===== src/hw/rtl/yrgb_pkg.sv =====
// ----------------------------------------------------------------------------
// yrgb_pkg
// Shared types, coefficients and helpers for the YUYV to RGB565 converter.
// ----------------------------------------------------------------------------
package yrgb_pkg;

  localparam int unsigned TermW = 19;

  typedef logic signed [TermW-1:0] term_t;

  localparam logic [7:0] LUMA_OFFSET  = 8'd16;
  localparam term_t      LUMA_GAIN    = 19'sd298;
  localparam term_t      RED_V_GAIN   = 19'sd409;
  localparam term_t      GREEN_U_GAIN = -19'sd100;
  localparam term_t      GREEN_V_GAIN = -19'sd208;
  localparam term_t      BLUE_U_GAIN  = 19'sd516;
  localparam term_t      ROUND_HALF   = 19'sd128;

  typedef struct packed {
    logic [7:0] luma_first;
    logic [7:0] chroma_blue;
    logic [7:0] luma_second;
    logic [7:0] chroma_red;
  } yuyv_t;

  typedef struct packed {
    logic [15:0] pixel_first;
    logic [15:0] pixel_second;
  } rgb_pair_t;

  typedef struct packed {
    term_t red;
    term_t green;
    term_t blue;
  } chroma_terms_t;

  // floor((s) / 256) saturated to 0..255, s already carries the rounding half
  function automatic logic [7:0] sat_channel(input term_t s);
    logic [7:0] res;
    if (s[TermW-1]) begin
      res = 8'd0;
    end else if (|s[TermW-2:16]) begin
      res = 8'hff;
    end else begin
      res = s[15:8];
    end
    return res;
  endfunction

endpackage


===== src/hw/rtl/yrgb_in_if.sv =====
// ----------------------------------------------------------------------------
// yrgb_in_if
// Valid/ready channel carrying one packed YUYV macropixel word.
// ----------------------------------------------------------------------------
interface yrgb_in_if;
  logic       valid;
  logic       ready;
  logic [7:0] luma_first;
  logic [7:0] chroma_blue;
  logic [7:0] luma_second;
  logic [7:0] chroma_red;

  modport source (
    output valid, luma_first, chroma_blue, luma_second, chroma_red,
    input  ready
  );

  modport sink (
    input  valid, luma_first, chroma_blue, luma_second, chroma_red,
    output ready
  );
endinterface


===== src/hw/rtl/yrgb_out_if.sv =====
// ----------------------------------------------------------------------------
// yrgb_out_if
// Valid/ready channel carrying one word of two RGB565 pixels.
// ----------------------------------------------------------------------------
interface yrgb_out_if;
  logic        valid;
  logic        ready;
  logic [15:0] pixel_first;
  logic [15:0] pixel_second;

  modport source (
    output valid, pixel_first, pixel_second,
    input  ready
  );

  modport sink (
    input  valid, pixel_first, pixel_second,
    output ready
  );
endinterface


===== src/hw/rtl/yrgb_chroma.sv =====
// ----------------------------------------------------------------------------
// yrgb_chroma
// Chroma contributions to red, green and blue from the shared U and V bytes.
// ----------------------------------------------------------------------------
module yrgb_chroma (
  input  logic [7:0]                   chroma_blue,
  input  logic [7:0]                   chroma_red,
  output yrgb_pkg::chroma_terms_t      terms
);

  logic [8:0]      u;
  logic [8:0]      v;
  yrgb_pkg::term_t u_ext;
  yrgb_pkg::term_t v_ext;

  // byte minus 128 in two's complement
  assign u = {~chroma_blue[7], ~chroma_blue[7], chroma_blue[6:0]};
  assign v = {~chroma_red[7], ~chroma_red[7], chroma_red[6:0]};

  assign u_ext = {{(yrgb_pkg::TermW-9){u[8]}}, u};
  assign v_ext = {{(yrgb_pkg::TermW-9){v[8]}}, v};

  assign terms.red   = v_ext * yrgb_pkg::RED_V_GAIN;
  assign terms.green = u_ext * yrgb_pkg::GREEN_U_GAIN + v_ext * yrgb_pkg::GREEN_V_GAIN;
  assign terms.blue  = u_ext * yrgb_pkg::BLUE_U_GAIN;

endmodule


===== src/hw/rtl/yrgb_pixel.sv =====
// ----------------------------------------------------------------------------
// yrgb_pixel
// One pixel: luma scaling, channel sums, saturation and RGB565 packing.
// ----------------------------------------------------------------------------
module yrgb_pixel (
  input  logic [7:0]                   luma,
  input  yrgb_pkg::chroma_terms_t      terms,
  output logic [15:0]                  pixel
);

  logic [7:0]      y;
  yrgb_pkg::term_t y_term;
  yrgb_pkg::term_t sum_r;
  yrgb_pkg::term_t sum_g;
  yrgb_pkg::term_t sum_b;
  logic [7:0]      r;
  logic [7:0]      g;
  logic [7:0]      b;

  // black level clamp
  assign y = (luma < yrgb_pkg::LUMA_OFFSET) ? 8'd0 : (luma - yrgb_pkg::LUMA_OFFSET);

  assign y_term = $signed({{(yrgb_pkg::TermW-8){1'b0}}, y}) * yrgb_pkg::LUMA_GAIN;

  assign sum_r = y_term + terms.red   + yrgb_pkg::ROUND_HALF;
  assign sum_g = y_term + terms.green + yrgb_pkg::ROUND_HALF;
  assign sum_b = y_term + terms.blue  + yrgb_pkg::ROUND_HALF;

  assign r = yrgb_pkg::sat_channel(sum_r);
  assign g = yrgb_pkg::sat_channel(sum_g);
  assign b = yrgb_pkg::sat_channel(sum_b);

  assign pixel = {r[7:3], g[7:2], b[7:3]};

endmodule


===== src/hw/rtl/yuyv_to_rgb565_converter.sv =====
// ----------------------------------------------------------------------------
// yuyv_to_rgb565_converter
// Converts packed YUYV macropixels into pairs of RGB565 pixels (BT.601).
// ----------------------------------------------------------------------------
// One YUYV word is taken every clock unless the output stalls, and its two
// RGB565 pixels reach the output through the input and result registers: the
// word is captured in an input register, the constant multiplies, channel
// sums and saturation run in one pass of logic, and the packed pair lands in
// the result register once it is free. Throughput is one word per clock as
// long as the sink takes results; a stalled result holds its register and one
// more word may wait in the input register before ready drops.
module yuyv_to_rgb565_converter (
  input  logic              clk,
  input  logic              rst,
  yrgb_in_if.sink           yuyv,
  yrgb_out_if.source        rgb
);

  yrgb_pkg::yuyv_t          in_reg;
  logic                     in_valid;
  yrgb_pkg::rgb_pair_t      out_reg;
  logic                     out_valid;
  yrgb_pkg::rgb_pair_t      out_next;
  yrgb_pkg::chroma_terms_t  terms;
  logic                     out_load;
  logic                     in_load;

  assign out_load   = !out_valid || rgb.ready;
  assign yuyv.ready = !in_valid || out_load;
  assign in_load    = yuyv.valid && yuyv.ready;

  always_ff @(posedge clk) begin
    if (rst) begin
      in_valid <= 1'b0;
    end else if (yuyv.ready) begin
      in_valid <= yuyv.valid;
    end
  end

  always_ff @(posedge clk) begin
    if (in_load) begin
      in_reg.luma_first  <= yuyv.luma_first;
      in_reg.chroma_blue <= yuyv.chroma_blue;
      in_reg.luma_second <= yuyv.luma_second;
      in_reg.chroma_red  <= yuyv.chroma_red;
    end
  end

  yrgb_chroma u_chroma (
    .chroma_blue (in_reg.chroma_blue),
    .chroma_red  (in_reg.chroma_red),
    .terms       (terms)
  );

  yrgb_pixel u_pixel_first (
    .luma  (in_reg.luma_first),
    .terms (terms),
    .pixel (out_next.pixel_first)
  );

  yrgb_pixel u_pixel_second (
    .luma  (in_reg.luma_second),
    .terms (terms),
    .pixel (out_next.pixel_second)
  );

  always_ff @(posedge clk) begin
    if (rst) begin
      out_valid <= 1'b0;
    end else if (out_load) begin
      out_valid <= in_valid;
    end
  end

  always_ff @(posedge clk) begin
    if (out_load && in_valid) begin
      out_reg <= out_next;
    end
  end

  assign rgb.valid        = out_valid;
  assign rgb.pixel_first  = out_reg.pixel_first;
  assign rgb.pixel_second = out_reg.pixel_second;

endmodule


===== src/flat_wrapper.sv =====
// flat-port wrapper written by rule: the top's interface ports become plain ports
module yuyv_to_rgb565_converter_flat 
  (clk, rst, yuyv_valid, yuyv_luma_first, yuyv_chroma_blue, yuyv_luma_second, yuyv_chroma_red, yuyv_ready, rgb_valid, rgb_pixel_first, rgb_pixel_second, rgb_ready);
  yrgb_in_if yuyv_i ();
  yrgb_out_if rgb_i ();
  input  logic clk;
  input  logic rst;
  input wire logic [$bits(yuyv_i.valid)-1:0] yuyv_valid;
  input wire logic [$bits(yuyv_i.luma_first)-1:0] yuyv_luma_first;
  input wire logic [$bits(yuyv_i.chroma_blue)-1:0] yuyv_chroma_blue;
  input wire logic [$bits(yuyv_i.luma_second)-1:0] yuyv_luma_second;
  input wire logic [$bits(yuyv_i.chroma_red)-1:0] yuyv_chroma_red;
  output wire logic [$bits(yuyv_i.ready)-1:0] yuyv_ready;
  output wire logic [$bits(rgb_i.valid)-1:0] rgb_valid;
  output wire logic [$bits(rgb_i.pixel_first)-1:0] rgb_pixel_first;
  output wire logic [$bits(rgb_i.pixel_second)-1:0] rgb_pixel_second;
  input wire logic [$bits(rgb_i.ready)-1:0] rgb_ready;
  assign yuyv_i.valid = yuyv_valid;
  assign yuyv_i.luma_first = yuyv_luma_first;
  assign yuyv_i.chroma_blue = yuyv_chroma_blue;
  assign yuyv_i.luma_second = yuyv_luma_second;
  assign yuyv_i.chroma_red = yuyv_chroma_red;
  assign yuyv_ready = yuyv_i.ready;
  assign rgb_valid = rgb_i.valid;
  assign rgb_pixel_first = rgb_i.pixel_first;
  assign rgb_pixel_second = rgb_i.pixel_second;
  assign rgb_i.ready = rgb_ready;
  yuyv_to_rgb565_converter u_core (.clk(clk), .rst(rst), .yuyv(yuyv_i), .rgb(rgb_i));
endmodule

===== config.mk =====
export PLATFORM = sky130hd
export DESIGN_NAME = yuyv_to_rgb565_converter_flat
export DESIGN_NICKNAME = d
export VERILOG_FILES = /design/src/hw/rtl/yrgb_pkg.sv /design/src/hw/rtl/yrgb_in_if.sv /design/src/hw/rtl/yrgb_out_if.sv /design/src/hw/rtl/yrgb_chroma.sv /design/src/hw/rtl/yrgb_pixel.sv /design/src/hw/rtl/yuyv_to_rgb565_converter.sv /design/src/flat_wrapper.sv
export SDC_FILE = /design/constraint.sdc
export NUM_CORES = 1
export LEC_CHECK = 0
export BUFFER_PORTS_ARGS = -buffer_cell sky130_fd_sc_hd__buf_2
export CORE_MARGIN = 2
export CORE_UTILIZATION = 55
export CTS_CLUSTER_DIAMETER = 50
export DETAILED_ROUTE_END_ITERATION = 10
export PLACE_DENSITY = 0.77
export SLEW_MARGIN = 20
export SYNTH_ARGS = -nofsm -noshare
export SYNTH_HDL_FRONTEND = slang
export SYNTH_SLANG_ARGS = --single-unit

===== constraint.sdc =====
create_clock -name clk -period 8.9 [get_ports clk]
set_clock_uncertainty 0.1 [all_clocks]
set_input_delay 0.89 -clock clk [delete_from_list [all_inputs] [get_ports clk]]
set_output_delay 0.89 -clock clk [all_outputs]
set_load 0.05 [all_outputs]

== After elaboration in Yosys (flattened, before gate mapping) ==
Cells that the tools add are included.

* Output and inout port bits: 34
* Register bits after elaboration: 66
* Word-level logic and storage cells: 57

* $add $sub $neg: 15
* Reductions and logical operators: 12
* $lt $le $gt $ge: 2
* Bitwise operators: 2
* Multiply operators: 6
* Multiplexer cells: 8

{| class="wikitable"
|+ Operators by type and width
! operator !! count
|-
| adder 18 x 19 -> 19 bit || 6
|-
| adder 19 x 9 -> 19 bit, second input constant || 6
|-
| two-way mux 8 bit || 8
|-
| multiplier 8 x 8 -> 16 bit, second input constant || 2
|-
| adder 16 x 17 -> 18 bit || 1
|-
| multiplier 8 x 10 -> 18 bit, second input constant || 1
|-
| multiplier 8 x 9 -> 17 bit, second input constant || 1
|-
| less-than comparator 8 x 5 -> 1 bit, second input constant || 2
|-
| subtractor 8 x 5 -> 8 bit, second input constant || 2
|-
| multiplier 8 x 6 -> 14 bit, second input constant || 1
|-
| multiplier 8 x 5 -> 13 bit, second input constant || 1
|-
| OR reduction 2 bit || 6
|-
| logical AND 1 bit || 2
|-
| logical NOT 1 bit || 2
|-
| logical OR 1 bit || 2
|-
| NOT 1 bit || 2
|}

== Depth between registers and ports, before layout ==
Gate-level depths: netlist of run 1.

* Depth in word-level cells: 7
* Mapped depth: 30
* Depth with buffers taken out: 30

== Hierarchy ==
Synthesis of run 1 repeated with hierarchy kept, for this count alone.

* Cell total of the unflattened synthesis: 1,348
* Area, all modules: 12,894.9 um^2

{| class="wikitable"
|+ By module, submodules not included
! module !! cells an instance !! area an instance (um^2) !! times used
|-
| yrgb_chroma || 473 || 4,117.7 || 1
|-
| yrgb_pixel at u_core.u_pixel_second || 399 || 3,378.2 || 1
|-
| yrgb_pixel at u_core.u_pixel_first || 402 || 3,373.2 || 1
|-
| yuyv_to_rgb565_converter || 74 || 2,025.7 || 1
|}

== Worst setup path before layout of run 1 ==
Ideal clock, no wire load.

* Kind: register -> register
* Start: reg, netlist name u_core.in_reg[20]
* End: reg u_core.out_reg, in the netlist u_core.rgb.pixel_second[10], data pin
* Arrival: 6,544 ps
* Data required time: 8,670 ps
* Setup slack: 2,126 ps
* Stages on the path, launching flop included: 27
* Buffers on the path: 0
* Cell sequence: edfxtp_1 -> fa_1 -> fa_1 -> fa_1 -> ha_1 -> ha_1 -> nor2b_1 -> o21ai_0 -> a21boi_0 -> o21a_1 -> nor2_1 -> xnor2_1 -> ha_1 -> and3_2 -> o311a_1 -> a2111oi_4 -> a21oi_2 -> xor2_1 -> ha_1 -> ha_1 -> a21o_1 -> a21oi_1 -> nand3b_1 -> o21a_1 -> a21oi_1 -> xor2_2 -> o21a_1

* Longest elaborated chain between the ends: 6

{| class="wikitable"
|+ RTL lines
! item !! line !! text
|-
| multiplier 8 x 6 -> 14 bit * || yrgb_chroma.sv:24 || <nowiki>assign terms.green = u_ext * yrgb_pkg::GREEN_U_GAIN + v_ext * yrgb_pkg::GREEN_V_GAIN;</nowiki>
|-
| adder 16 x 17 -> 18 bit * || yrgb_chroma.sv:24 ||
|-
| adder 18 x 19 -> 19 bit * || yrgb_pixel.sv:26 || <nowiki>assign sum_g = y_term + terms.green + yrgb_pkg::ROUND_HALF;</nowiki>
|-
| adder 19 x 9 -> 19 bit * || yrgb_pixel.sv:26 ||
|-
| OR reduction 2 bit || yrgb_pkg.sv:42 || <nowiki>end else if (|s[TermW-2:16]) begin</nowiki>
|-
| two-way mux 8 bit || yrgb_pkg.sv:42 ||
|-
| to (signal assigned) || yuyv_to_rgb565_converter.sv:77 || <nowiki>out_reg <= out_next;</nowiki>
|-
| to (decl) || yuyv_to_rgb565_converter.sv:21 || <nowiki>yrgb_pkg::rgb_pair_t out_reg;</nowiki>
|}

Mark *: on every way between the ends. The rest lies on a longest branch, timed or not.
A chain may end at the register's enable or synchronous reset.

== Final worst setup path of run 1 ==
* Start: reg, netlist name u_core.in_reg[20]
* End: reg u_core.out_reg, in the netlist u_core.rgb.pixel_second[9], data pin

* Longest elaborated chain between the ends: 6

{| class="wikitable"
|+ RTL lines
! item !! line
|-
| multiplier 8 x 6 -> 14 bit * || yrgb_chroma.sv:24
|-
| adder 16 x 17 -> 18 bit * || yrgb_chroma.sv:24
|-
| adder 18 x 19 -> 19 bit * || yrgb_pixel.sv:26
|-
| adder 19 x 9 -> 19 bit * || yrgb_pixel.sv:26
|-
| OR reduction 2 bit || yrgb_pkg.sv:42
|-
| two-way mux 8 bit || yrgb_pkg.sv:42
|}

Marks and branches as above.

==> results of run 1 <==
Yosys cell counts (6+ instances only):
master	instances
ha_1	381
inv_1	164
a21oi_1	97
edfxtp_1	64
nor2_1	64
nand2_1	60
xnor2_1	57
fa_1	49
o21ai_0	47
o21a_1	35
xor2_1	34
a21o_1	27
nand3_1	20
nor3_1	20
nor2b_1	19
and3_1	8
nand4_1	7
a21boi_0	6
a31oi_1	6
o211ai_1	6
per-layer routing:
metal,up-vias,track usage,routed length [um]
li1,4699,-,-
met1,4294,0.303,12300
met2,209,0.403,12500
met3,45,0.0279,1050
met4,0,0.0661,607
met5,-,0,0
kinds of logic (layout without fill, tap and decap cells):
family,count (synthesis),count (layout),share of synthesized area
flip-flops,66,66,0.162
AND/OR/NAND/NOR,230,230,0.0921
AO/OA/AOI/OAI,275,275,0.147
buffers and inverters,165,251,0.0510
multiplexers,6,6,0.00505
adder cells (fa/ha/maj),430,430,0.473
XOR/XNOR,94,94,0.0697
critical path, delay by kind of cell (launching register included):
| kind | cells | cell delay (ps) |
|---|---|---|
| compound gates | 11 | 2280 |
| fa+ha+maj | 8 | 3290 |
| xor+xnor | 3 | 760 |
| flops | 1 | 510 |
| simple gates | 4 | 560 |
metrics by stage:
step / cells / setup slack [ps] / util
4_1_cts: 1632 / 1380 / 0.606
3_3_place_gp: 1616 / 1590 / 0.591
2_1_floorplan: 1266 / 2130 / -
6_report: 1632 / 1260 / 0.606
3_5_place_dp: 1616 / 1460 / 0.591
5_1_grt: 1632 / 916 / 0.606
worst max path at each step:
stage / slack, ps / start / endpoint
after floorplan: 2130 / u_core.in_reg[20] / u_core.rgb.pixel_second[10]
after global placement: 1590 / u_core.in_reg[20] / u_core.rgb.pixel_second[5]
after detailed placement: 1460 / u_core.in_reg[20] / u_core.rgb.pixel_second[6]
after CTS: 1380 / u_core.in_reg[20] / u_core.rgb.pixel_second[6]
after global routing: 920 / u_core.in_reg[20] / u_core.rgb.pixel_second[9]
final: 1260 / u_core.in_reg[20] / u_core.rgb.pixel_second[9]
area by class of cell:
type                       count  share of cell area
clock buffer                  14              0.0208
clock inverter                 2             0.00455
inverter                     164              0.0467
multi-input combinational   1035               0.725
sequential                    66               0.149
tap                          280              0.0266
timing repair buffer          71              0.0273
==> results.tsv, run 1 <==
stage	metric	value	unit
synthesis	register bit count reported by yosys	66	
clock_tree	clock transition at the registers of the reported paths	60	ps
sta	TNS Setup	0	ps
critical_path	worst path arrival time	7750	ps
critical_path	Critical Path Source Type	register	
critical_path	origin of the critical flop-to-flop path	u_core.in_reg[20]	
synthesis	Cells after Synth	1266	
global_routing	initial antenna violation count	0	
synthesis	number of flops mapped to enable cells by yosys	64	
clock_tree	hold_buf cts	0	
sta	Setup-failing EPs final	0	
die	Initial Util	0.558	
finish	Fill cells	1883	
global_routing	first-pass GRT wire length	44000	um
sta	Tmin final	7640	ps
place	gpl congestion	0.925	
finish	most common cell after layout, fill and taps aside	ha_1	
min_path	hold depth	2	
sta	Max Clk Rate	0.131	GHz
global_routing	number of global-route vias before repair	9282	
route	via/cell ratio	5.67	
min_path	worst hold start	u_core.in_valid	
global_routing	largest net degree at the start of global routing	33	
synthesis	Synth top area share	0.393	
clock_tree	CTS H-tree depth	3	
clock_tree	clk sinks	66	
finish	register area	1960	um2
synthesis	synth top area cells	ha_1, edfxtp_1, fa_1	
critical_path	Crit Path Category	reg -> reg	
place	DP Area	12900	um2
route	post-route DRC violation count	0	
sta	Worst Max-Slew Pin Slew	809	ps
clock_tree	clock root cell	clkbuf_16	
route	initial drt markers	520	
critical_path	most used cell along the critical path	ha_1	
finish	Area growth syn-to-layout	8.66	%
die	Core Area	21800	um2
synthesis	synth unique cells	67	
critical_path	cell depth of the worst flop-to-flop path	26	
clock_tree	CTS resizes	0	
finish	layout cell share with drive strength beyond 1	0.0806	
die	Die ar.	23300	um2
die	Horiz. Die Dim	153	um
synthesis	sequential fraction of the synthesis area	0.162	
route	Final ANT Viol Nets	0	
global_routing	grt ovf	0	
sta	Rel. slew slack	0.461	
clock_tree	Post CTS Setup Buffer Count	0	
place	Buffers on Ports	69	
synthesis	dominant cell type by area after synthesis	ha_1	
sta	Hold Vio Cnt, Final	0	
sta	Hold Slack	422	ps
sta	Final period util	0.859	
job	Max-Cap Viols	0	
finish	max reg flops	32	
clock_tree	CTS Buf Count	9	
synthesis	mapped cell area	12100	um2
route	DRT Wirelength	26500	um
critical_path	crit-path max FO	7	
clock_tree	Worst-Skew Late Latency	350	ps
route	via count	9247	
die	Die Y	153	um
critical_path	required time worst endpoint	9010	ps
finish	antenna cells	0	
clock_tree	CTS Buffer Depth	2	
synthesis	Avg Cell Area, Syn	9.59	um2
finish	most frequent cells in the layout	ha_1, inv_1, a21oi_1	
critical_path	register-to-register setup slack	1260	ps
synthesis	synthesized net count	1732	
die	Site Rows	54	
clock_tree	TritonCTS clock tree	done	
die	I/O pins	70	
critical_path	Slowest cell on crit path	fa_1	
min_path	Hold Path End	u_core.rgb.valid	
place	DP Wirelength	22500	um
synthesis	Async SR Flop Fraction	0	
route	WL/cell	16.3	um
critical_path	critical path's largest stage delay	600	ps
min_path	worst hold path type	reg -> reg	
critical_path	Crit. End Element	register	
finish	Multi-input gate area	9570	um2
status	outcome	finished clean	
global_routing	GRT Overall Usage	0.231	
finish	fin area	13200	um2
critical_path	worst reg2reg path endpoint	u_core.rgb.pixel_second[9]	
synthesis	synth warn	0	
finish	nets	1813	
synthesis	Top FF cell, synth	edfxtp_1	
sta	Pins Over Slew Limit	0	
route	first-pass detailed-route iteration total	6	
sta	RSZ-0062 raised after global routing	false	
Power of run 1 is left out: the tool's default activity adds up to more than one toggle a clock period on the data nets, which glitch-free logic cannot reach.
==> run 2, diff against run 1 <==
--- a/config.mk
+++ b/config.mk
@@ -7,10 +7,11 @@
 export LEC_CHECK = 0
 export BUFFER_PORTS_ARGS = -buffer_cell sky130_fd_sc_hd__buf_2
 export CORE_MARGIN = 2
-export CORE_UTILIZATION = 55
+export CORE_UTILIZATION = 37
 export CTS_CLUSTER_DIAMETER = 50
+export CTS_CLUSTER_SIZE = 24
 export DETAILED_ROUTE_END_ITERATION = 10
-export PLACE_DENSITY = 0.77
+export PLACE_DENSITY = 0.57
 export SLEW_MARGIN = 20
 export SYNTH_ARGS = -nofsm -noshare
 export SYNTH_HDL_FRONTEND = slang
==> results.tsv, run 2 (synthesis gave the netlist of run 1 again) <==
stage	metric	value	unit	change
finish	max reg flops	32		unchanged
global_routing	number of global-route vias before repair	9082		-2.2%
finish	layout cell share with drive strength beyond 1	0.0828		+0.00216
sta	Pins Over Slew Limit	0		unchanged
route	post-route DRC violation count	0		unchanged
critical_path	worst path arrival time	7680	ps	-70 ps
route	WL/cell	15.4	um	-5.1%
sta	Hold Vio Cnt, Final	0		unchanged
route	initial drt markers	436		-16%
critical_path	Critical Path Source Type	register		
finish	antenna cells	0		unchanged
sta	TNS Setup	0	ps	unchanged
sta	Worst Max-Slew Pin Slew	913	ps	+104 ps
die	Initial Util	0.374		-0.184
sta	Tmin final	7560	ps	-84.5 ps
clock_tree	CTS resizes	0		unchanged
clock_tree	clock root cell	clkbuf_16		
clock_tree	CTS Buf Count	9		unchanged
global_routing	first-pass GRT wire length	45300	um	+3.0%
die	I/O pins	70		unchanged
die	Die ar.	34300	um2	+47%
route	via count	9116		-1.4%
sta	Max Clk Rate	0.132	GHz	+1.1%
die	Horiz. Die Dim	185	um	+21%
global_routing	initial antenna violation count	0		unchanged
finish	nets	1814		+0.055%
clock_tree	clk sinks	66		unchanged
clock_tree	Worst-Skew Late Latency	360	ps	about the same
place	Buffers on Ports	69		unchanged
route	via/cell ratio	5.08		-10%
finish	Area growth syn-to-layout	10.0	%	
place	gpl congestion	0.902		-2.5%
finish	most common cell after layout, fill and taps aside	ha_1		
sta	Final period util	0.849		-0.00949
critical_path	crit-path max FO	7		unchanged
route	DRT Wirelength	27700	um	+4.3%
job	Max-Cap Viols	0		unchanged
clock_tree	clock transition at the registers of the reported paths	60	ps	about the same
clock_tree	hold_buf cts	0		unchanged
finish	Fill cells	3274		+74%
die	Core Area	32500	um2	+49%
status	outcome	finished clean		
die	Die Y	185	um	+21%
route	Final ANT Viol Nets	0		unchanged
global_routing	GRT Overall Usage	0.171		-0.0603
min_path	worst hold path type	reg -> reg		
place	DP Wirelength	24400	um	+8.2%
sta	Setup-failing EPs final	0		unchanged
critical_path	Crit Path Category	reg -> reg		
critical_path	Crit. End Element	register		
route	first-pass detailed-route iteration total	5		-1
global_routing	largest net degree at the start of global routing	33		unchanged
sta	Rel. slew slack	0.391		-0.0692
die	Site Rows	66		+22%
critical_path	register-to-register setup slack	1340	ps	+80 ps
clock_tree	Post CTS Setup Buffer Count	0		unchanged
critical_path	required time worst endpoint	9020	ps	about the same
clock_tree	TritonCTS clock tree	done		
global_routing	grt ovf	0		unchanged
clock_tree	CTS Buffer Depth	2		unchanged
finish	most frequent cells in the layout	ha_1, inv_1, a21oi_1		
sta	RSZ-0062 raised after global routing	false		
clock_tree	CTS H-tree depth	3		unchanged
-- run 2: cell count changes in the layout (fill, tap and decap cells not counted), sizes merged --
| cell | before | now |
|---|---|---|
| buf | 71 | 72 |
| clkinvlp | 0 | 1 |
| clkbuf | 14 | 9 |
| clkinv | 0 | 5 |
| bufinv | 2 | 1 |
-- run 2: worst paths after layout --
check,startpoint,cells past startpoint,to
min reg2reg,u_core.in_valid,2,u_core.rgb.valid
max reg2reg,u_core.in_reg[20],26,u_core.rgb.pixel_second[10]
min,u_core.in_valid,2,u_core.rgb.valid
max,u_core.in_reg[20],26,u_core.rgb.pixel_second[10]
-- run 2: routing by layer --
metal  part of all wire  GRT usage  vias to the layer above  routed length, um
met1               0.49      0.226                     4236              13500
met4              0.020     0.0492                        0                554
met5                  0          0                        -                  0
li1                   -          -                     4704                  -
met3              0.033     0.0240                       29                918
met2               0.46      0.290                      147              12700
-- run 2: per-stage QoR --
stage | util | hold slack [ps] | area (um2) | setup WS [ps] | std cells
finish | 0.412 | 410 | 13400 | 1340 | 1795
global route | 0.412 | 458 | 13400 | 982 | 1795
CTS | 0.412 | 414 | 13400 | 1370 | 1795
detailed placement | 0.403 | 403 | 13100 | 1430 | 1779
global placement | 0.403 | 402 | 13100 | 1530 | 1779
floorplan | - | 378 | 12100 | 2130 | 1266
-- run 2: cell type report --
type,instances,area [um2],area share
flip-flops and latches,66,1960,0.147
multi-input cells,1035,9570,0.716
clock inverters,7,70.1,0.00524
clock buffers,9,225,0.0169
inverters,164,616,0.0461
well taps,442,553,0.0414
repair buffers,72,368,0.0275
-- run 2: critical path: stages, from the launching register on --
cell and delay [ps]:
edfxtp_1 520, fa_1 590, fa_1 440, fa_1 500
ha_1 300, ha_1 330, nor2b_1 140, o21ai_0 200
a21boi_0 150, o21a_1 200, nor2_1 110, xnor2_1 80
ha_1 400, and3_2 220, o311a_1 130, a2111oi_4 410
a21oi_2 150, xor2_1 400, ha_1 320, ha_1 380
a21o_1 190, a21oi_1 170, nand3b_1 90, o21a_1 200
a21oi_1 230, xor2_2 270, o21a_1 180
Power of run 2 is left out for the same reason.
==> run 3, diff against run 2 <==
--- a/config.mk
+++ b/config.mk
@@ -5,6 +5,7 @@
 export SDC_FILE = /design/constraint.sdc
 export NUM_CORES = 1
 export LEC_CHECK = 0
+export ABC_AREA = 1
 export BUFFER_PORTS_ARGS = -buffer_cell sky130_fd_sc_hd__buf_2
 export CORE_MARGIN = 2
 export CORE_UTILIZATION = 37
==> constraint.sdc (replaced) <==
create_clock -name clk -period 7.9 [get_ports clk]
set_clock_uncertainty 0.1 [all_clocks]
set_input_delay 0.79 -clock clk [delete_from_list [all_inputs] [get_ports clk]]
set_output_delay 0.79 -clock clk [all_outputs]
set_load 0.05 [all_outputs]
==> results.tsv, run 3 <==
stage	metric	value	unit	change
critical_path	Crit. End Element	register		
finish	most frequent cells in the layout	nand2_1, ha_1, inv_1		
global_routing	largest net degree at the start of global routing	33		unchanged
clock_tree	clk sinks	66		unchanged
sta	RSZ-0062 raised after global routing	false		
route	via/cell ratio	4.91		-3.4%
finish	layout cell share with drive strength beyond 1	0.0674		-0.0154
finish	Multi-input gate area	11100	um2	+16%
critical_path	worst reg2reg path endpoint	u_core.rgb.pixel_first[10]		
global_routing	number of global-route vias before repair	12300		+36%
critical_path	critical path's largest stage delay	550	ps	-40 ps
route	first-pass detailed-route iteration total	5		unchanged
place	pre-CTS setup slack	1010	ps	-415 ps
finish	Area growth syn-to-layout	9.58	%	
place	DP Area	15500	um2	+19%
die	Die ar.	40600	um2	+18%
synthesis	synth unique cells	46		-31%
sta	Setup-failing EPs final	0		unchanged
global_routing	met1 GRT Util	0.269		+0.0425
synthesis	synth warn	0		unchanged
route	via count	12400		+37%
place	DP Wirelength	33800	um	+39%
critical_path	origin of the critical flop-to-flop path	u_core.in_reg[22]		
synthesis	Async SR Flop Fraction	0		unchanged
global_routing	initial antenna violation count	0		unchanged
job	Max-Cap Viols	0		unchanged
finish	most common cell after layout, fill and taps aside	nand2_1		
die	Site Rows	72		+9.1%
sta	TNS Setup	0	ps	unchanged
route	initial drt markers	702		+61%
global_routing	grt ovf	0		unchanged
place	Buffers on Ports	69		unchanged
synthesis	most common cell in the netlist	nand2_1		
die	Core Area	38600	um2	+19%
global_routing	met2 usage	0.337		+0.0466
die	I/O pins	70		unchanged
global_routing	met3 usage	0.0224		-0.00164
critical_path	cell depth of the worst flop-to-flop path	33		+27%
global_routing	GRT busiest layer	met2		
synthesis	Top FF cell, synth	edfxtp_1		
synthesis	register bit count reported by yosys	66		unchanged
synthesis	Avg Cell Area, Syn	7.49	um2	-22%
synthesis	Synth top area share	0.330		-0.0621
die	Horiz. Die Dim	201	um	+8.8%
synthesis	Cells after Synth	1925		+52%
synthesis	synthesized net count	2391		+38%
clock_tree	clock root cell	clkbuf_16		
finish	fin area	15800	um2	+18%
min_path	Hold Path End	u_core.rgb.valid		
synthesis	synth top area cells	ha_1, edfxtp_1, nand2_1		
sta	Rel. slew slack	0.476		+0.0851
critical_path	most used cell along the critical path	nand2_1		
finish	Fill cells	4082		+25%
clock_tree	clock transition at the registers of the reported paths	70	ps	about the same
critical_path	required time worst endpoint	7940	ps	-1080 ps
critical_path	worst path arrival time	7030	ps	-650 ps
min_path	worst hold path type	reg -> reg		
sta	Hold Slack	426	ps	+16.1 ps
global_routing	GRT Overall Usage	0.204		+0.0327
synthesis	dominant cell type by area after synthesis	ha_1		
clock_tree	Worst-Skew Late Latency	390	ps	+30 ps
finish	antenna cells	0		unchanged
synthesis	sequential fraction of the synthesis area	0.136		-0.0256
route	Final ANT Viol Nets	0		unchanged
sta	Max Clk Rate	0.143	GHz	+8.2%
sta	Final period util	0.885		+0.0354
route	DRT Wirelength	39600	um	+43%
clock_tree	hold_buf cts	0		unchanged
status	outcome	finished clean		
clock_tree	CTS Buffer Depth	2		unchanged
critical_path	Crit Path Category	reg -> reg		
sta	Worst Max-Slew Pin Slew	783	ps	-130 ps
global_routing	first-pass GRT wire length	64300	um	+42%
die	Initial Util	0.374		about the same
clock_tree	TritonCTS clock tree	done		
critical_path	Slowest cell on crit path	fa_1		
route	WL/cell	15.6	um	+1.3%
synthesis	number of flops mapped to enable cells by yosys	64		unchanged
critical_path	Critical Path Source Type	register		
finish	max reg flops	32		unchanged
place	gpl congestion	0.895		-0.78%
min_path	hold depth	2		unchanged
clock_tree	CTS Buf Count	9		unchanged
clock_tree	Post CTS Setup Buffer Count	0		unchanged
die	Die Y	201	um	+8.8%
finish	nets	2479		+37%
sta	Hold Vio Cnt, Final	0		unchanged
clock_tree	CTS H-tree depth	3		unchanged
finish	register area	1960	um2	unchanged
synthesis	mapped cell area	14400	um2	+19%
sta	Tmin final	6990	ps	-570 ps
min_path	worst hold start	u_core.in_valid		
sta	final worst slack	912	ps	-430 ps
sta	Pins Over Slew Limit	0		unchanged
critical_path	crit-path max FO	6		-1
route	post-route DRC violation count	0		unchanged
synthesis	most frequent cells after synthesis	nand2_1, ha_1, inv_1, a21oi_1, nor2_1		
clock_tree	CTS resizes	0		unchanged
critical_path	register-to-register setup slack	910	ps	-430 ps
run 3: cell count changes in the layout (fill, tap and decap cells not counted), sizes merged, moves of 17 or more:
cell    before  now
xnor2       58   29
nand4        7   42
nand3b       1   20
nand3       20   63
a21oi       98  143
o21bai       5   22
nor3        20   44
inv        164  361
nand2       60  421
o21a        35    4
nor2b       19    0
a21o        28   10
nor2        64  133
run 3: cell type report:
| class | count | area share |
|---|---|---|
| multi-input cells | 1498 | 0.703 |
| well taps | 518 | 0.0410 |
| inverters | 361 | 0.0857 |
| repair buffers | 77 | 0.0269 |
| clock buffers | 12 | 0.0156 |
| flip-flops and latches | 66 | 0.124 |
| clock inverters | 4 | 0.00324 |
run 3: cells by family (layout without fill, tap and decap cells):
group | count (synthesis) | after routing | share of synthesized area
and+or+nand+nor | 740 | 740 | 0.223
adders and majority gates | 430 | 430 | 0.398
buffers and inverters | 361 | 454 | 0.0939
AOI/OAI and AO/OA | 255 | 255 | 0.0999
xor gates and xnor gates | 73 | 73 | 0.0490
DFF | 66 | 66 | 0.136
run 3: worst max path at each step:
stage | from | to | slack [ps] | cells past startpoint
2_1_floorplan | u_core.in_reg[21] | u_core.rgb.pixel_first[10] | 1760 | 33
3_3_place_gp | u_core.in_reg[20] | u_core.rgb.pixel_first[10] | 1180 | 28
3_5_place_dp | u_core.in_reg[22] | u_core.rgb.pixel_first[10] | 1010 | 33
4_1_cts | u_core.in_reg[21] | u_core.rgb.pixel_first[10] | 980 | 33
5_1_grt | u_core.in_reg[21] | u_core.rgb.pixel_first[10] | 320 | 34
6_report | u_core.in_reg[22] | u_core.rgb.pixel_first[10] | 910 | 33
run 3: worst max-delay path, delay by kind of cell, from the launching register on:
family | cells | cell delay (ps)
adder cells (fa/ha/maj) | 8 | 3060
AND/OR/NAND/NOR | 14 | 1310
AO/OA/AOI/OAI | 6 | 980
flip-flops | 1 | 490
XOR/XNOR | 2 | 470
buffers and inverters | 3 | 310
run 3: metal layers:
layer,vias up,part of all wire,wire length (um)
li1,6576,-,-
met1,5635,0.48,19200
met2,189,0.45,17900
met3,45,0.027,1060
met4,0,0.038,1500
met5,-,0,0
run 3: metrics by stage:
step	utilization	instances
detailed placement	0.402	2519
CTS	0.409	2535
floorplan	-	1925
global route	0.410	2536
finish	0.410	2536
global placement	0.402	2519
Power of run 3 is left out for the same reason.
